<file path="src/rtl/psp_pkg.sv">
`default_nettype none
package psp_pkg;

	localparam int RING_WORDS_DEF = 1024;

	localparam int SAMPLE_W = 8;
	localparam int WORD_W   = 16;
	localparam int PERIOD_W = 16;
	localparam int POS_W    = 11;
	localparam int FREE_W   = 10;
	localparam int S_DATA_W = 16;
	localparam int M_DATA_W = 32;

	localparam logic [WORD_W-1:0]   MIDSCALE_WORD  = 16'h8080;
	localparam logic [SAMPLE_W-1:0] MIDSCALE_LEVEL = 8'h80;
	localparam logic [PERIOD_W-1:0] PERIOD_RESET   = 16'd1;

	localparam logic OP_TICK  = 1'b0;
	localparam logic OP_WRITE = 1'b1;

	typedef struct packed {
		logic              upd;
		logic              hi;
		logic              dflt;
		logic [POS_W-1:0]  pos;
		logic [FREE_W-1:0] free;
	} s1_t;

endpackage
`default_nettype wire

</file>
<file path="src/rtl/psp_out.sv">
`default_nettype none
module psp_out (
	input  wire logic                                clk,
	input  wire logic                                arst_n,
	input  wire logic                                v_s1,
	input  wire psp_pkg::s1_t                        ctl_s1,
	input  wire logic [psp_pkg::WORD_W-1:0]          rdata,
	output logic                                     s1_ready,
	output logic                                     m_tvalid,
	input  wire logic                                m_tready,
	output logic      [psp_pkg::M_DATA_W-1:0]        m_tdata,
	output logic                                     m_tuser
);
	import psp_pkg::*;

	logic [SAMPLE_W-1:0] dac_q;
	logic [SAMPLE_W-1:0] level;
	logic [WORD_W-1:0]   word;
	logic                adv;

	assign s1_ready = !m_tvalid || m_tready;
	assign adv      = v_s1 && s1_ready;

	always_comb begin
		word  = ctl_s1.dflt ? MIDSCALE_WORD : rdata;
		level = dac_q;
		if (ctl_s1.upd) begin
			level = ctl_s1.hi ? word[WORD_W-1:SAMPLE_W] : word[SAMPLE_W-1:0];
		end
	end

	always_ff @(posedge clk or negedge arst_n) begin
		if (!arst_n) begin
			dac_q    <= MIDSCALE_LEVEL;
			m_tvalid <= 1'b0;
		end else begin
			if (adv) begin
				dac_q    <= level;
				m_tvalid <= 1'b1;
			end else if (m_tready) begin
				m_tvalid <= 1'b0;
			end
		end
	end

	always_ff @(posedge clk) begin
		if (adv) begin
			m_tdata <= {3'b000, ctl_s1.free, ctl_s1.pos, level};
			m_tuser <= ctl_s1.upd;
		end
	end

`ifndef ASSERT_OFF
	a_level_hold: assert property (@(posedge clk) disable iff (!arst_n)
		adv && !ctl_s1.upd |=> $stable(dac_q))
		else $error("level moved without a sample");
	a_out_level: assert property (@(posedge clk) disable iff (!arst_n)
		$past(adv) |-> m_tdata[SAMPLE_W-1:0] == dac_q)
		else $error("result level differs from held level");
	a_out_hold: assert property (@(posedge clk) disable iff (!arst_n)
		m_tvalid && !m_tready |=> m_tvalid && $stable(m_tdata))
		else $error("result dropped while stalled");
`endif

endmodule
`default_nettype wire

</file>
<file path="config.mk">
export PLATFORM = sky130hd
export DESIGN_NAME = psp_out
export DESIGN_NICKNAME = d
export VERILOG_FILES = /design/src/rtl/psp_pkg.sv /design/src/rtl/psp_out.sv
export SDC_FILE = /design/constraint.sdc
export NUM_CORES = 1
export LEC_CHECK = 0
export ABC_AREA = 1
export BUFFER_PORTS_ARGS = -buffer_cell sky130_fd_sc_hd__buf_2
export CORE_MARGIN = 10
export CORE_UTILIZATION = 25
export DETAILED_ROUTE_END_ITERATION = 16
export GPL_TIMING_DRIVEN = 0
export PLACE_DENSITY_LB_ADDON = 0.15
export SETUP_SLACK_MARGIN = 0.2
export SLEW_MARGIN = 10
export SYNTH_ARGS = -nofsm -noshare
export SYNTH_HDL_FRONTEND = slang
export SYNTH_SLANG_ARGS = --single-unit
</file>
<file path="constraint.sdc">
create_clock -name clk -period 2.8 [get_ports clk]
set_input_delay 0.42 -clock clk [delete_from_list [all_inputs] [get_ports clk]]
set_output_delay 0.42 -clock clk [all_outputs]
set_load 0.005 [all_outputs]
</file>
==> flow_metrics.py <==
metrics = {
    "synthesis": {
        "yosys_warnings": 0,
        "synth_top_cell_area_share_pct": 58.30,
        "syn_inst": 130,
        "synth_area_leaders": "edfxtp_1 (58%), dfrtp_1 (13%), nand2_1 (12%)",
        "seq_area_frac_synth_pct": 72.96,
        "ys_ff_latch": 39,
        "yosys.area.top_type": "edfxtp_1",
        "syn_area_per_cell_um2": 11.89,
        "syn-cell-area_um2": 1545,
        "synthDistinctLibCells": 16,
    },
    "flow_run": {
        "max_cap_violations": 0,
    },
    "critical_path": {
        "cp.arrival_ns": 1.52,
        "cpMaxStageDelayCell": "inv_2",
        "path_common_cell": "nand2_2",
        "crit_required_ns": 2.71,
        "cp_max_fo": 38,
        "start_kind": "flop",
        "r2r_start": "m_tvalid",
        "crit_chain": "nand2_2 > nand2_2 > inv_2",
        "reg2reg_slack_ns": 1.20,
        "crit_buf_inv": 1,
        "startpoint": "m_tvalid",
        "worstSetupPathDepth": 3,
        "path_delay_family": "buffers and inverters",
        "r2r_end": "m_tdata[8]",
        "critPathMaxStageDelay_ns": 0.60,
        "critPathCapture": "m_tdata[8]",
        "rr_worst_depth": 3,
        "crit_path_end_kind": "flop",
        "crit_type": "flop to flop",
    },
    "timing": {
        "fin_skew_ns": 0.003563,
        "min_period_ns": 1.604,
        "rsz0062_at_grt": "no",
        "period_share_pct": 57.28,
        "fin_setup_tns_ns": 0,
        "slew_viol_final": 0,
        "setup_viol": 0,
        "clock.fmax_ghz": 0.6235,
        "worst_pin_slew_ns": 0.7585,
        "maxSlewHeadroom_pct": 49.36,
        "hold_viol": 0,
    },
    "power": {
        "static-leakage-power_uw": 0.001055,
        "power.density_nw_per_um2": 576.2,
        "finalPower_uw": 1215,
        "ir_drop_v": 0.0001668,
    },
    "placed_design": {
        "port_buffers": 74,
        "place_area_um2": 2017,
        "hpwl_um": 2899,
        "place_congestion": 0.6757,
        "post-place-cells": 281,
    },
    "global_routing": {
        "grt_pass1_wl_um": 6092,
        "grt_usage_pct": 7.713,
        "grt_overflow": 0,
        "antenna_found_initial": 0,
        "grt_start_max_net_pins": 39,
        "grt_pass1_vias": 1188,
    },
    "detailed_routing": {
        "dr_total_vias": 1118,
        "viasPerCell": 3.855,
        "drc": 0,
        "drt_iter0_markers": 26,
        "wl_per_cell_um": 12.62,
        "routed_wirelength_um": 3661,
        "firstDrtPassIters": 4,
        "drtAntennaViolNets": 0,
    },
    "layout": {
        "area_growth_pct": 36.44,
        "layout.nets": 258,
        "drive_above_1_share_pct": 45.12,
        "utilization_pct": 35.40,
        "final_cells": 290,
        "final_area_um2": 2108,
        "fill_cells": 608,
        "num_antenna_cells": 0,
    },
    "clocking": {
        "clock-root-buffer": "clkbuf_8",
        "cts.sinks": 39,
        "clock_latency_ns": 0.28,
        "cts_tree": "done",
        "cts_buffers": 5,
        "cts_buffer_depth": 2,
        "cts.clk_slew.worst_paths_ns": 0.07,
        "cts-resized-gates": 0,
        "cts_max_level": 2,
    },
    "floorplan": {
        "die-area_um2": 9726,
        "die_h_um": 98.62,
        "die_x_um": 98.62,
        "num_io_pins": 79,
        "core.rowCount": 28,
        "coreArea_um2": 5956,
        "start_util_pct": 25.95,
    },
    "status": {
        "outcome": "completed",
    },
    "worst_hold_path": {
        "hold_path.class": "input pin to flop",
        "min_from": "ctl_s1[18]",
    },
}
==> worst register-to-register path, delay by kind of cell, from the launching register on <==
kind,cells,cell delay (ns)
buf+inv,1,0.61
flops,1,0.38
simple gates,2,0.24
==> worst min path at each step <==
stage          cells after the start           to  slack (ns)
2_1_floorplan                      0     dac_q[0]        0.12
3_3_place_gp                       1     dac_q[4]        0.29
3_5_place_dp                       1     dac_q[4]        0.29
4_1_cts                            1  m_tdata[16]        0.30
5_1_grt                            1  m_tdata[16]        0.29
6_report                           1  m_tdata[16]        0.31
==> registers in the layout, indices dropped and copies added, names as in the netlist <==
name	flops
m_tdata	29
dac_q	8
m_tvalid	1
m_tuser	1
==> layout make-up <==
type	instances	area, um^2	share of cell area (%)
clock buffer	7	76.32	3.620
inverter	18	70.07	3.323
sequential	39	1127	53.47
tap	75	93.84	4.451
buffer	4	33.78	1.602
clock inverter	1	5.005	0.2374
timing repair buffer	75	380.4	18.04
multi-input combinational	71	321.6	15.25
==> synthesized netlist by cell type (all sizes together) <==
library cell / n
conb: 1
nor2: 1
or2: 1
nand3: 9
edfxtp: 30
and2: 1
inv: 18
nand2: 56
dfstp: 1
dfrtp: 8
buf: 4
==> power by group <==
group | switching, uW | internal, uW | total, uW
combinational | 85.8 | 69.6 | 155
sequential | 15.4 | 686 | 701
clock | 183 | 175 | 358
total | 284 | 930 | 1210
==> kinds of logic (layout without fill, tap and decap cells) <==
kind of cell | after synthesis | count (layout) | synth area share, %
buffers and inverters | 22 | 105 | 6.721
other | 1 | 3 | 0.2427
and+or+nand+nor | 68 | 68 | 20.08
DFF | 39 | 39 | 72.96
==> through the flow <==
stage	setup WS, ns	hold slack (ns)
5_1_grt	1.057	0.2896
3_3_place_gp	1.005	0.2912
3_5_place_dp	1.018	0.2935
2_1_floorplan	1.361	0.1244
6_report	1.196	0.3119
4_1_cts	1.149	0.2978
==> placed cells by master, fill, tap and decap left out <==
master	instances
edfxtp_1	30
nor2_8	1
nand2_2	5
clkbuf_1	2
clkbuf_8	5
clkinv_2	1
buf_2	74
inv_1	15
nand2_1	51
nand3_2	2
dfstp_2	1
dfrtp_1	8
buf_6	1
inv_2	2
inv_4	1
dlygate4sd3_1	1
or2_2	1
buf_4	3
nand3_1	7
conb_1	3
and2_1	1
==> metal layers <==
layer  share of wire, %  GRT usage, %  vias to the layer above  routed length, um
li1                   -             -                      574                  -
met1                 48         9.559                      477               1766
met2                 41         11.14                       65               1491
met3                 11         4.120                        2                385
met4               0.49         2.646                        0                 18
met5                  0             0                        -                  0
==> what timing repair did <==
action	4_1_cts	5_1_grt
hold endpoints to repair	8	0
hold buffers	1	0
buffers inserted	0	0
(Power assumes the default switching activity.)
