[src/rtl/psp_pkg.sv]
`default_nettype none
package psp_pkg;

	localparam int RING_WORDS_DEF = 1024;

	localparam int SAMPLE_W = 8;
	localparam int WORD_W   = 16;
	localparam int PERIOD_W = 16;
	localparam int POS_W    = 11;
	localparam int FREE_W   = 10;
	localparam int S_DATA_W = 16;
	localparam int M_DATA_W = 32;

	localparam logic [WORD_W-1:0]   MIDSCALE_WORD  = 16'h8080;
	localparam logic [SAMPLE_W-1:0] MIDSCALE_LEVEL = 8'h80;
	localparam logic [PERIOD_W-1:0] PERIOD_RESET   = 16'd1;

	localparam logic OP_TICK  = 1'b0;
	localparam logic OP_WRITE = 1'b1;

	typedef struct packed {
		logic              upd;
		logic              hi;
		logic              dflt;
		logic [POS_W-1:0]  pos;
		logic [FREE_W-1:0] free;
	} s1_t;

endpackage
`default_nettype wire

[src/rtl/psp_ctrl.sv]
`default_nettype none
module psp_ctrl #(
	parameter int RING_WORDS = psp_pkg::RING_WORDS_DEF
) (
	input  wire logic                                clk,
	input  wire logic                                arst_n,
	input  wire logic                                cfg_we,
	input  wire logic [psp_pkg::PERIOD_W-1:0]        cfg_wdata,
	input  wire logic                                s_tvalid,
	output logic                                     s_tready,
	input  wire logic [psp_pkg::S_DATA_W-1:0]        s_tdata,
	input  wire logic                                s_tuser,
	output logic                                     mem_we,
	output logic      [$clog2(RING_WORDS)-1:0]       mem_waddr,
	output logic      [psp_pkg::WORD_W-1:0]          mem_wdata,
	output logic                                     mem_re,
	output logic      [$clog2(RING_WORDS)-1:0]       mem_raddr,
	output logic                                     v_s1,
	output psp_pkg::s1_t                             ctl_s1,
	input  wire logic                                s1_ready
);
	import psp_pkg::*;

	localparam int WIDX_W = $clog2(RING_WORDS);
	localparam int PIDX_W = WIDX_W + 1;
	localparam logic [WIDX_W-1:0] WR_LAST   = WIDX_W'(RING_WORDS - 1);
	localparam logic [PIDX_W-1:0] PLAY_LAST = PIDX_W'(2 * RING_WORDS - 1);
	localparam logic [WIDX_W:0]   RING_EXT  = (WIDX_W + 1)'(RING_WORDS);

	logic [PERIOD_W-1:0] period_q;
	logic [PERIOD_W-1:0] cnt_q;
	logic [PIDX_W-1:0]   play_q;
	logic [WIDX_W-1:0]   wr_q;
	logic [WIDX_W:0]     fill_q;

	logic                acc;
	logic                is_wr;
	logic                emit;
	logic [PERIOD_W-1:0] period_eff;
	logic [PERIOD_W-1:0] cnt_inc;
	logic [PERIOD_W-1:0] cnt_n;
	logic [PIDX_W-1:0]   play_n;
	logic [WIDX_W-1:0]   wr_n;
	logic [WIDX_W:0]     fill_n;
	logic [WIDX_W:0]     cur;
	logic [WIDX_W:0]     fw;
	logic [31:0]         pos_ext;
	logic [31:0]         free_ext;
	logic                dflt;

	assign s_tready = !v_s1 || s1_ready;
	assign acc      = s_tvalid && s_tready;
	assign is_wr    = (s_tuser == OP_WRITE);

	always_comb begin
		period_eff = (period_q == '0) ? PERIOD_W'(1) : period_q;
		cnt_inc    = cnt_q + PERIOD_W'(1);
		emit       = !is_wr && (cnt_inc >= period_eff);
		cnt_n      = cnt_q;
		play_n     = play_q;
		wr_n       = wr_q;
		fill_n     = fill_q;
		if (is_wr) begin
			wr_n = (wr_q == WR_LAST) ? '0 : wr_q + WIDX_W'(1);
			if (fill_q != RING_EXT) begin
				fill_n = fill_q + (WIDX_W + 1)'(1);
			end
		end else if (emit) begin
			cnt_n  = '0;
			play_n = (play_q == PLAY_LAST) ? '0 : play_q + PIDX_W'(1);
		end else begin
			cnt_n = cnt_inc;
		end
		cur = {1'b0, play_n[PIDX_W-1:1]};
		if (cur < {1'b0, wr_n}) begin
			cur = cur + RING_EXT;
		end
		fw       = cur - {1'b0, wr_n};
		pos_ext  = 32'(play_n);
		free_ext = 32'(fw);
		dflt     = {1'b0, play_q[PIDX_W-1:1]} >= fill_q;
	end

	assign mem_we    = acc && is_wr;
	assign mem_waddr = wr_q;
	assign mem_wdata = s_tdata[WORD_W-1:0];
	assign mem_re    = acc && emit;
	assign mem_raddr = play_q[PIDX_W-1:1];

	always_ff @(posedge clk or negedge arst_n) begin
		if (!arst_n) begin
			period_q <= PERIOD_RESET;
		end else if (cfg_we) begin
			period_q <= cfg_wdata;
		end
	end

	always_ff @(posedge clk or negedge arst_n) begin
		if (!arst_n) begin
			cnt_q  <= '0;
			play_q <= '0;
			wr_q   <= '0;
			fill_q <= '0;
			v_s1   <= 1'b0;
		end else begin
			if (acc) begin
				cnt_q  <= cnt_n;
				play_q <= play_n;
				wr_q   <= wr_n;
				fill_q <= fill_n;
				v_s1   <= 1'b1;
			end else if (s1_ready) begin
				v_s1 <= 1'b0;
			end
		end
	end

	always_ff @(posedge clk) begin
		if (acc) begin
			ctl_s1.upd  <= emit;
			ctl_s1.hi   <= play_q[0];
			ctl_s1.dflt <= dflt;
			ctl_s1.pos  <= pos_ext[POS_W-1:0];
			ctl_s1.free <= free_ext[FREE_W-1:0];
		end
	end

`ifndef ASSERT_OFF
	a_play_range: assert property (@(posedge clk) disable iff (!arst_n)
		play_q <= PLAY_LAST)
		else $error("play index out of ring");
	a_fill_track: assert property (@(posedge clk) disable iff (!arst_n)
		fill_q < RING_EXT |-> {1'b0, wr_q} == fill_q)
		else $error("write index and fill count disagree");
	a_fill_max: assert property (@(posedge clk) disable iff (!arst_n)
		fill_q <= RING_EXT)
		else $error("fill count above ring size");
	a_s1_hold: assert property (@(posedge clk) disable iff (!arst_n)
		v_s1 && !s1_ready |=> v_s1 && $stable(ctl_s1))
		else $error("stage one lost while stalled");
`endif

endmodule
`default_nettype wire

[config.mk]
export PLATFORM = sky130hd
export DESIGN_NAME = psp_ctrl
export DESIGN_NICKNAME = d
export VERILOG_FILES = /design/src/rtl/psp_pkg.sv /design/src/rtl/psp_ctrl.sv
export SDC_FILE = /design/constraint.sdc
export NUM_CORES = 1
export LEC_CHECK = 0
export ABC_AREA = 1
export BUFFER_PORTS_ARGS = -buffer_cell sky130_fd_sc_hd__buf_2
export CORE_ASPECT_RATIO = 1.2
export CORE_UTILIZATION = 42
export CTS_BUF_LIST = sky130_fd_sc_hd__clkbuf_8
export DETAILED_ROUTE_END_ITERATION = 12
export PLACE_DENSITY = 0.61
export SYNTH_ARGS = -nofsm -noshare
export SYNTH_HDL_FRONTEND = slang
export SYNTH_SLANG_ARGS = --single-unit
[constraint.sdc]
create_clock -name clk -period 5 [get_ports clk]
set_input_delay 1 -clock clk [delete_from_list [all_inputs] [get_ports clk]]
set_output_delay 1 -clock clk [all_outputs]
set_load 0.1 [all_outputs]
==> metrics.md, run 1 <==
| Metric | Value |
|---|---|
| Status | `finished clean` |
| Largest net degree at the start of global routing | `44` |
| Initial Util | `0.4353` |
| Syn Std Cell Area | `0.005564 sq mm` |
| Crit path DAT | `roughly 3500 ps` |
| Net Count, Synth | `731` |
| HP Class | `flop to flop` |
| Main combinational cell family by area after synthesis | `simple AND/OR/NAND/NOR gates` |
| Via count | `4462` |
| Synth area leader | `dfrtp_1` |
| Leakage | `0.003002 uW` |
| Share of the synthesized area in the top cell type | `0.2878` |
| Top post-synthesis cells by count | `nand2_1 (143), inv_1 (87), dfrtp_1 (64)` |
| # hold bufs at CTS | `0` |
| Avg Cell Area, Syn | `8.534 sq um` |
| Maximum fanout count along the critical path | `11` |
| Clock latency on the worst-skew pair | `approximately 370 ps` |
| Actual slew at the worst max-slew pin | `around 1000 ps` |
| Clock transition at the registers of the reported paths | `90 ps` |
| Setup TNS | `0 ps` |
| Most common flop cell mapped by yosys | `dfrtp_1` |
| R2R Path Start | `cnt_q[0]` |
| Setup violators final | `0` |
| Root buf cell | `clkbuf_8` |
| Hold Path Origin | `fill_q[2]` |
| Antenna Violating Nets Remaining | `0` |
| Final Net Count | `780` |
| CP Class | `flop to output port` |
| CTS buffer count | `9` |
| Fin crit share | `0.9024` |
| Final Max Slew Viols | `0` |
| Hold depth | `1` |
| Number of global-route vias before repair | `between 4000 and 5000` |
| Required time worst endpoint | `roughly 4000 ps` |
| Clock tree sinks | `89` |
| Overflow after GRT | `0` |
| DRC viols | `0` |
| Initial antenna violation count | `0` |
| Routed wire length | `12230 microns` |
| Synth area leaders | `dfrtp_1 (29%), edfxtp_1 (13%), nand2_1 (9.6%), ha_1 (9.0%), xor2_1 (6.0%)` |
| Setup Skew | `14.81 ps` |
| YS warnings | `0` |
| H-tree levels | `3` |
| Ratio of total power to cell area | `642.0 mW/mm^2` |
| Worst-case reg-to-reg path depth | `26` |
| FF+latch count, synth | `89` |
| Cell count after synthesis | `652` |
| Unrepaired setup endpoints after global routing | `no` |
| TritonCTS clock tree | `built` |
| Crit path launch type | `flop` |
| Die area | `0.01371 sq mm` |
| Worst setup startpoint | `cnt_q[0]` |
| Synth Area in Adders | `0.09355` |
| First-pass GRT wire length | `20360 microns` |
| Fraction of registers with async set/reset | `0.7303` |
| Post-synth cell types | `between 40 and 50` |
| Buffers on Ports | `69` |
| XOR/XNOR Fraction of Synth Area | `0.06139` |
| Simple-Gate Fraction of Synth Area | `0.2109` |
| Max clock buf depth | `2` |
| Rel. slew slack | `0.3325` |
| ANT cells | `0` |
| Flop-to-flop setup slack | `510 ps` |
| Starting DRT DRC Count | `203` |
| EDFF count, synth | `24` |
| Min Tclk post-route | `4512 ps` |
| Height of the die | `128.1 microns` |
| FMAX | `221.6 MHz` |
| Max cap viols | `0` |
| Mean number of vias per cell | `5.129` |
| Die width | `roughly 110 microns` |
| GRT Overall Usage | `0.1899` |
| Core Footprint | `0.01278 sq mm` |
| Seq/Total Area, Yosys | `0.4221` |
| Finished Layout Cells | `870` |
| Mux cell area share after synthesis | `0.006072` |
| Worst Hold End | `fill_q[2]` |
| Wire length per cell | `14.06 microns` |
| Cell row count | `45` |
| Final RePlAce weighted congestion | `0.9065` |
| Placed insts | `~850` |
| Share of cells above drive strength 1 | `0.1884` |
| Count leader, synth | `nand2_1` |
| Top-Level Pins | `102` |
| Hold Fails Final Rpt | `0` |
| Kind of end point of the critical path | `output port` |
| Peak supply drop | `0.4196 mV` |
| DP HPWL | `9491 microns` |
| Synth Area in Compound Gates | `0.09782` |
| First-pass DRT Iterations | `6` |
| Area Growth Syn to Fin | `10.61%` |
| RR Endpoint | `ctl_s1[8]` |
## registers in the layout, indices dropped and copies added, names as in the netlist
register	count
fill_q	11
mem_waddr	10
v_s1	1
period_q	16
ctl_s1	24
play_q	11
cnt_q	16
## power by group
part           switching [uW]  internal (uW)  total [uW]
logic                    1660            530        2190
registers                 193           1000        1190
clock network             270            297         567
total                    2120           1830        3950
## layout make-up
type	count	area (sq um)
timing repair buffer	76	400.4
clock inverter	6	90.09
clock buffer	10	137.6
fill	1198	6626
sequential	89	2349
multi-input combinational	432	2624
tap	164	205.2
inverter	93	349.1
## worst max-delay path by stage
stage                end  slack [ps]  depth (start not counted)
6_report          mem_re         490                         16
3_5_place_dp   ctl_s1[8]         300                         26
5_1_grt        ctl_s1[8]          50                         26
4_1_cts        ctl_s1[8]         270                         26
2_1_floorplan  ctl_s1[8]         910                         27
3_3_place_gp   ctl_s1[8]         450                         26
## critical path, stage by stage, from the launching register on
cell,delay [ps]
dfrtp_1,440
ha_1,210
nand3_1,130
nor2_2,140
nand3_1,140
nor2_2,170
nand3_1,100
xor2_1,180
inv_1,70
ha_1,290
nand2_1,60
nor3_1,170
nand2_1,150
nand2_1,150
nand2_2,200
nor2_4,190
clkbuf_4,350
## logic make-up after synthesis
group / after synthesis
compound gates: 97
simple gates: 252
buf+inv: 131
xor+xnor: 39
flops: 89
fa+ha+maj: 41
mux: 3
## stage by stage
step	area, sq um	setup slack, ps	total power (uW)	utilization	hold slack (ps)
after floorplan	5564	912.3	3073	-	478.5
after global routing	6155	51.71	4224	0.4815	556.7
final	6155	488.1	3952	0.4815	529.8
after CTS	6120	265.7	3964	0.4788	530.4
after global placement	5892	445.9	3337	0.4610	510.0
after detailed placement	5892	303.3	3385	0.4610	510.8
## layer usage
layer / routed length (microns) / global-route usage / vias up
li1: - / - / 2224
met2: 5925 / 0.3343 / 143
met4: 513 / 0.1080 / 0
met1: 5194 / 0.2192 / 2059
met5: 0 / 0 / -
met3: 602 / 0.02796 / 36
## what timing repair did
item	in CTS	in global routing
setup endpoints to repair	0	3
resized for setup	0	4
buffers inserted	0	3
## placed cells by master, fill, tap and decap left out, types with 2 or more instances in the layout
cell type | synthesis | final
buf_4 | 27 | 7
ha_1 | 40 | 40
inv_2 | 5 | 5
o21ai_0 | 43 | 42
inv_1 | 87 | 87
o21ai_1 | 16 | 17
mux2_2 | 3 | 3
xor2_1 | 38 | 38
o21ai_2 | 4 | 4
nor2_4 | 2 | 2
buf_2 | 1 | 68
nand2_2 | 4 | 5
nor2_2 | 7 | 7
or2_2 | 2 | 2
nor2_1 | 20 | 20
nand3_2 | 5 | 5
clkbuf_8 | 0 | 10
nor3_1 | 11 | 11
bufinv_16 | 0 | 2
nand2_1 | 143 | 142
o22ai_1 | 5 | 5
a21oi_1 | 17 | 17
a22o_1 | 4 | 4
nor4_2 | 2 | 2
nor4_1 | 2 | 2
dfrtp_1 | 64 | 64
nand4_1 | 16 | 16
nand3_1 | 34 | 34
edfxtp_1 | 24 | 24
Power figures use the tool's default switching activity.
==> run 2: changes to the inputs <==
--- a/config.mk
+++ b/config.mk
@@ -12,6 +12,7 @@
 export CTS_BUF_LIST = sky130_fd_sc_hd__clkbuf_8
 export DETAILED_ROUTE_END_ITERATION = 12
 export PLACE_DENSITY = 0.61
+export RECOVER_POWER = 25
 export SYNTH_ARGS = -nofsm -noshare
 export SYNTH_HDL_FRONTEND = slang
 export SYNTH_SLANG_ARGS = --single-unit
==> run 2 against run 1 <==
The run now ends with max-capacitance violations, max-slew violations left. Via count rose by 0.31%. Sequential power barely moved. Sequential share of layout area barely moved. Cell count did not move. Count of clock-buffer cells in the layout did not move. Critical endpoint unchanged. Combinational power barely moved. Power barely moved. Non-clock buffer count did not move. Wire length rose by 0.16%. Hold slack barely moved. Register-to-register slack barely moved. Flip-flop and latch count did not move.
==> metrics.md, run 2 (synthesis gave the netlist of run 1 again) <==
| Metric | Value |
|---|---|
| Status | `finished, violations left (was finished clean)` |
| Failing checks | `max-capacitance violations, max-slew violations` |
| Unrepaired setup endpoints after global routing | `no (unchanged)` |
| Share of cells above drive strength 1 | `0.1841 (was 0.1884)` |
| Final Max Slew Viols | `44 (was 0)` |
| FMAX | `221.9 MHz (was 221.6 MHz)` |
| Regs by FF count | `ctl_s1: 24 flops, cnt_q: 16 flops, period_q: 16 flops (unchanged)` |
| Min Tclk post-route | `4507 ps (was 4512 ps)` |
| Actual slew at the worst max-slew pin | `2395 ps (was 1001 ps)` |
| Setup Skew | `14.64 ps (was 14.81 ps)` |
| Worst Hold End | `fill_q[2] (unchanged)` |
| Setup violators final | `0 (unchanged)` |
| R2R Path Start | `cnt_q[0] (unchanged)` |
| Placed Area | `0.005892 sq mm (unchanged)` |
| Clock tree sinks | `89 (unchanged)` |
| Finished Layout Cells | `870 (unchanged)` |
| Root buf cell | `clkbuf_8 (unchanged)` |
| Top-Level Pins | `102 (unchanged)` |
| Hold depth | `1 (unchanged)` |
| Number of global-route vias before repair | `4422 (unchanged)` |
| Clock transition at the registers of the reported paths | `90 ps (about the same)` |
| Flop-to-flop setup slack | `520 ps (was 510 ps)` |
| First-pass DRT Iterations | `5 (was 6)` |
| Leakage | `0.002996 uW (was 0.003002 uW)` |
| CP Class | `flop to output port (unchanged)` |
| Initial antenna violation count | `0 (unchanged)` |
| Hold slack | `530.0 ps (was 529.8 ps)` |
| Peak supply drop | `0.4196 mV (about the same)` |
| Final RePlAce weighted congestion | `0.9065 (unchanged)` |
| Fin crit share | `0.9014 (was 0.9024)` |
| Hold Path Origin | `fill_q[2] (unchanged)` |
| DP Worst Slack | `303.3 ps (unchanged)` |
| Final Net Count | `780 (unchanged)` |
| Initial Util | `0.4353 (unchanged)` |
| Mean number of vias per cell | `5.145 (was 5.129)` |
| Top reg by flops | `ctl_s1 (unchanged)` |
| Hold Fails Final Rpt | `0 (unchanged)` |
| Overflow after GRT | `0 (unchanged)` |
| Max cap viols | `1 (was 0)` |
| Placed insts | `851 (unchanged)` |
| Largest net degree at the start of global routing | `44 (unchanged)` |
| Max FFs per register | `24 (unchanged)` |
| Die width | `107.1 microns (unchanged)` |
| Core Footprint | `0.01278 sq mm (unchanged)` |
| Most frequent cells in the layout | `nand2_1 (143), inv_1 (87), buf_2 (66) (was nand2_1 (142), inv_1 (87), buf_2 (68))` |
| Height of the die | `128.1 microns (unchanged)` |
| Maximum fanout count along the critical path | `11 (unchanged)` |
| DRC viols | `0 (unchanged)` |
| Ratio of total power to cell area | `642.7 mW/mm^2 (was 642.0 mW/mm^2)` |
| Routed wire length | `12250 microns (was 12230 microns)` |
| Clock latency on the worst-skew pair | `370 ps (about the same)` |
| Buffers on Ports | `69 (unchanged)` |
| Final Cell Area | `0.006150 sq mm (was 0.006155 sq mm)` |
| RR Endpoint | `ctl_s1[8] (unchanged)` |
| Setup TNS | `0 ps (unchanged)` |
| Final worst slack | `492.9 ps (was 488.1 ps)` |
| ANT cells | `0 (unchanged)` |
| DP HPWL | `9491 microns (unchanged)` |
| Crit path DAT | `3510 ps (about the same)` |
| H-tree levels | `3 (unchanged)` |
| First-pass GRT wire length | `20360 microns (unchanged)` |
| TritonCTS clock tree | `built (unchanged)` |
| Wire length per cell | `14.09 microns (was 14.06 microns)` |
| Die area | `0.01371 sq mm (unchanged)` |
| Max clock buf depth | `2 (unchanged)` |
| Area Growth Syn to Fin | `10.52% (was 10.61%)` |
| Crit path launch type | `flop (unchanged)` |
| Kind of end point of the critical path | `output port (unchanged)` |
| Commonest non-fill, non-tap cell in the layout | `nand2_1 (unchanged)` |
| Antenna Violating Nets Remaining | `0 (unchanged)` |
| HP Class | `flop to flop (unchanged)` |
| Required time worst endpoint | `4000 ps (about the same)` |
| Cell row count | `45 (unchanged)` |
| GRT Overall Usage | `0.1899 (unchanged)` |
| Via count | `4476 (was 4462)` |
| Rel. slew slack | `-0.5964 (was 0.3325)` |
| CTS buffer count | `9 (unchanged)` |
| Starting DRT DRC Count | `173 (was 203)` |
| Worst-case reg-to-reg path depth | `26 (unchanged)` |
==> run 2: cell types whose count changed in the layout (fill, tap and decap cells not counted) <==
cell and change:
nand2_2 -1, clkbuf_1 +2, nand2_1 +1, buf_2 -2
==> run 2: power breakdown <==
group / leakage, uW / switching (uW) / internal, uW
sequential: 0.00105 / 195 / 1000
combinational: 0.00183 / 1660 / 529
clock: 0.000113 / 271 / 297
==> run 2: critical path, cell delays in order (launching register included) <==
cell and delay, ps:
dfrtp_1 440, ha_1 210, nand3_1 130, nor2_2 140
nand3_1 140, nor2_2 170, nand3_1 100, xor2_1 180
inv_1 70, ha_1 280, nand2_1 60, nor3_1 170
nand2_1 150, nand2_1 150, nand2_2 200, nor2_4 190
clkbuf_4 350
==> run 2: worst max-delay path by stage <==
stage / start / end / slack, ps
2_1_floorplan: cnt_q[0] / ctl_s1[8] / 910
3_3_place_gp: cnt_q[0] / ctl_s1[8] / 450
3_5_place_dp: cnt_q[0] / ctl_s1[8] / 300
4_1_cts: cnt_q[0] / ctl_s1[8] / 270
5_1_grt: cnt_q[0] / ctl_s1[8] / 50
6_report: cnt_q[0] / mem_re / 490
==> run 2: layout make-up <==
cell class,instances,area (sq um)
fillers,1201,6631
multi-input cells,432,2621
flip-flops and latches,89,2349
repair buffers,76,397.9
inverters,93,349.1
well taps,164,205.2
clock buffers,10,137.6
clock inverters,6,90.09
==> run 2: metal layers <==
| layer | wire [microns] | part of all wire | up-vias | GRT usage |
|---|---|---|---|---|
| met5 | 0 | 0 | - | 0 |
| met4 | 527 | 0.043 | 0 | 0.1080 |
| met3 | 586 | 0.048 | 35 | 0.02796 |
| met2 | 5977 | 0.49 | 141 | 0.3343 |
| met1 | 5162 | 0.42 | 2075 | 0.2192 |
| li1 | - | - | 2225 | - |
==> run 2: timing repair <==
action | in CTS | in global routing
endpoints found under the setup margin | 0 | 3
hold buffers | 0 | 0
endpoints found under the hold margin | 0 | 0
buffers inserted | 0 | 3
resized for setup | 0 | 4
==> run 2: per-stage QoR <==
step,util,total power [uW]
2_1_floorplan,-,3073
3_3_place_gp,0.4610,3337
3_5_place_dp,0.4610,3385
4_1_cts,0.4788,3964
5_1_grt,0.4812,4224
6_report,0.4812,3952
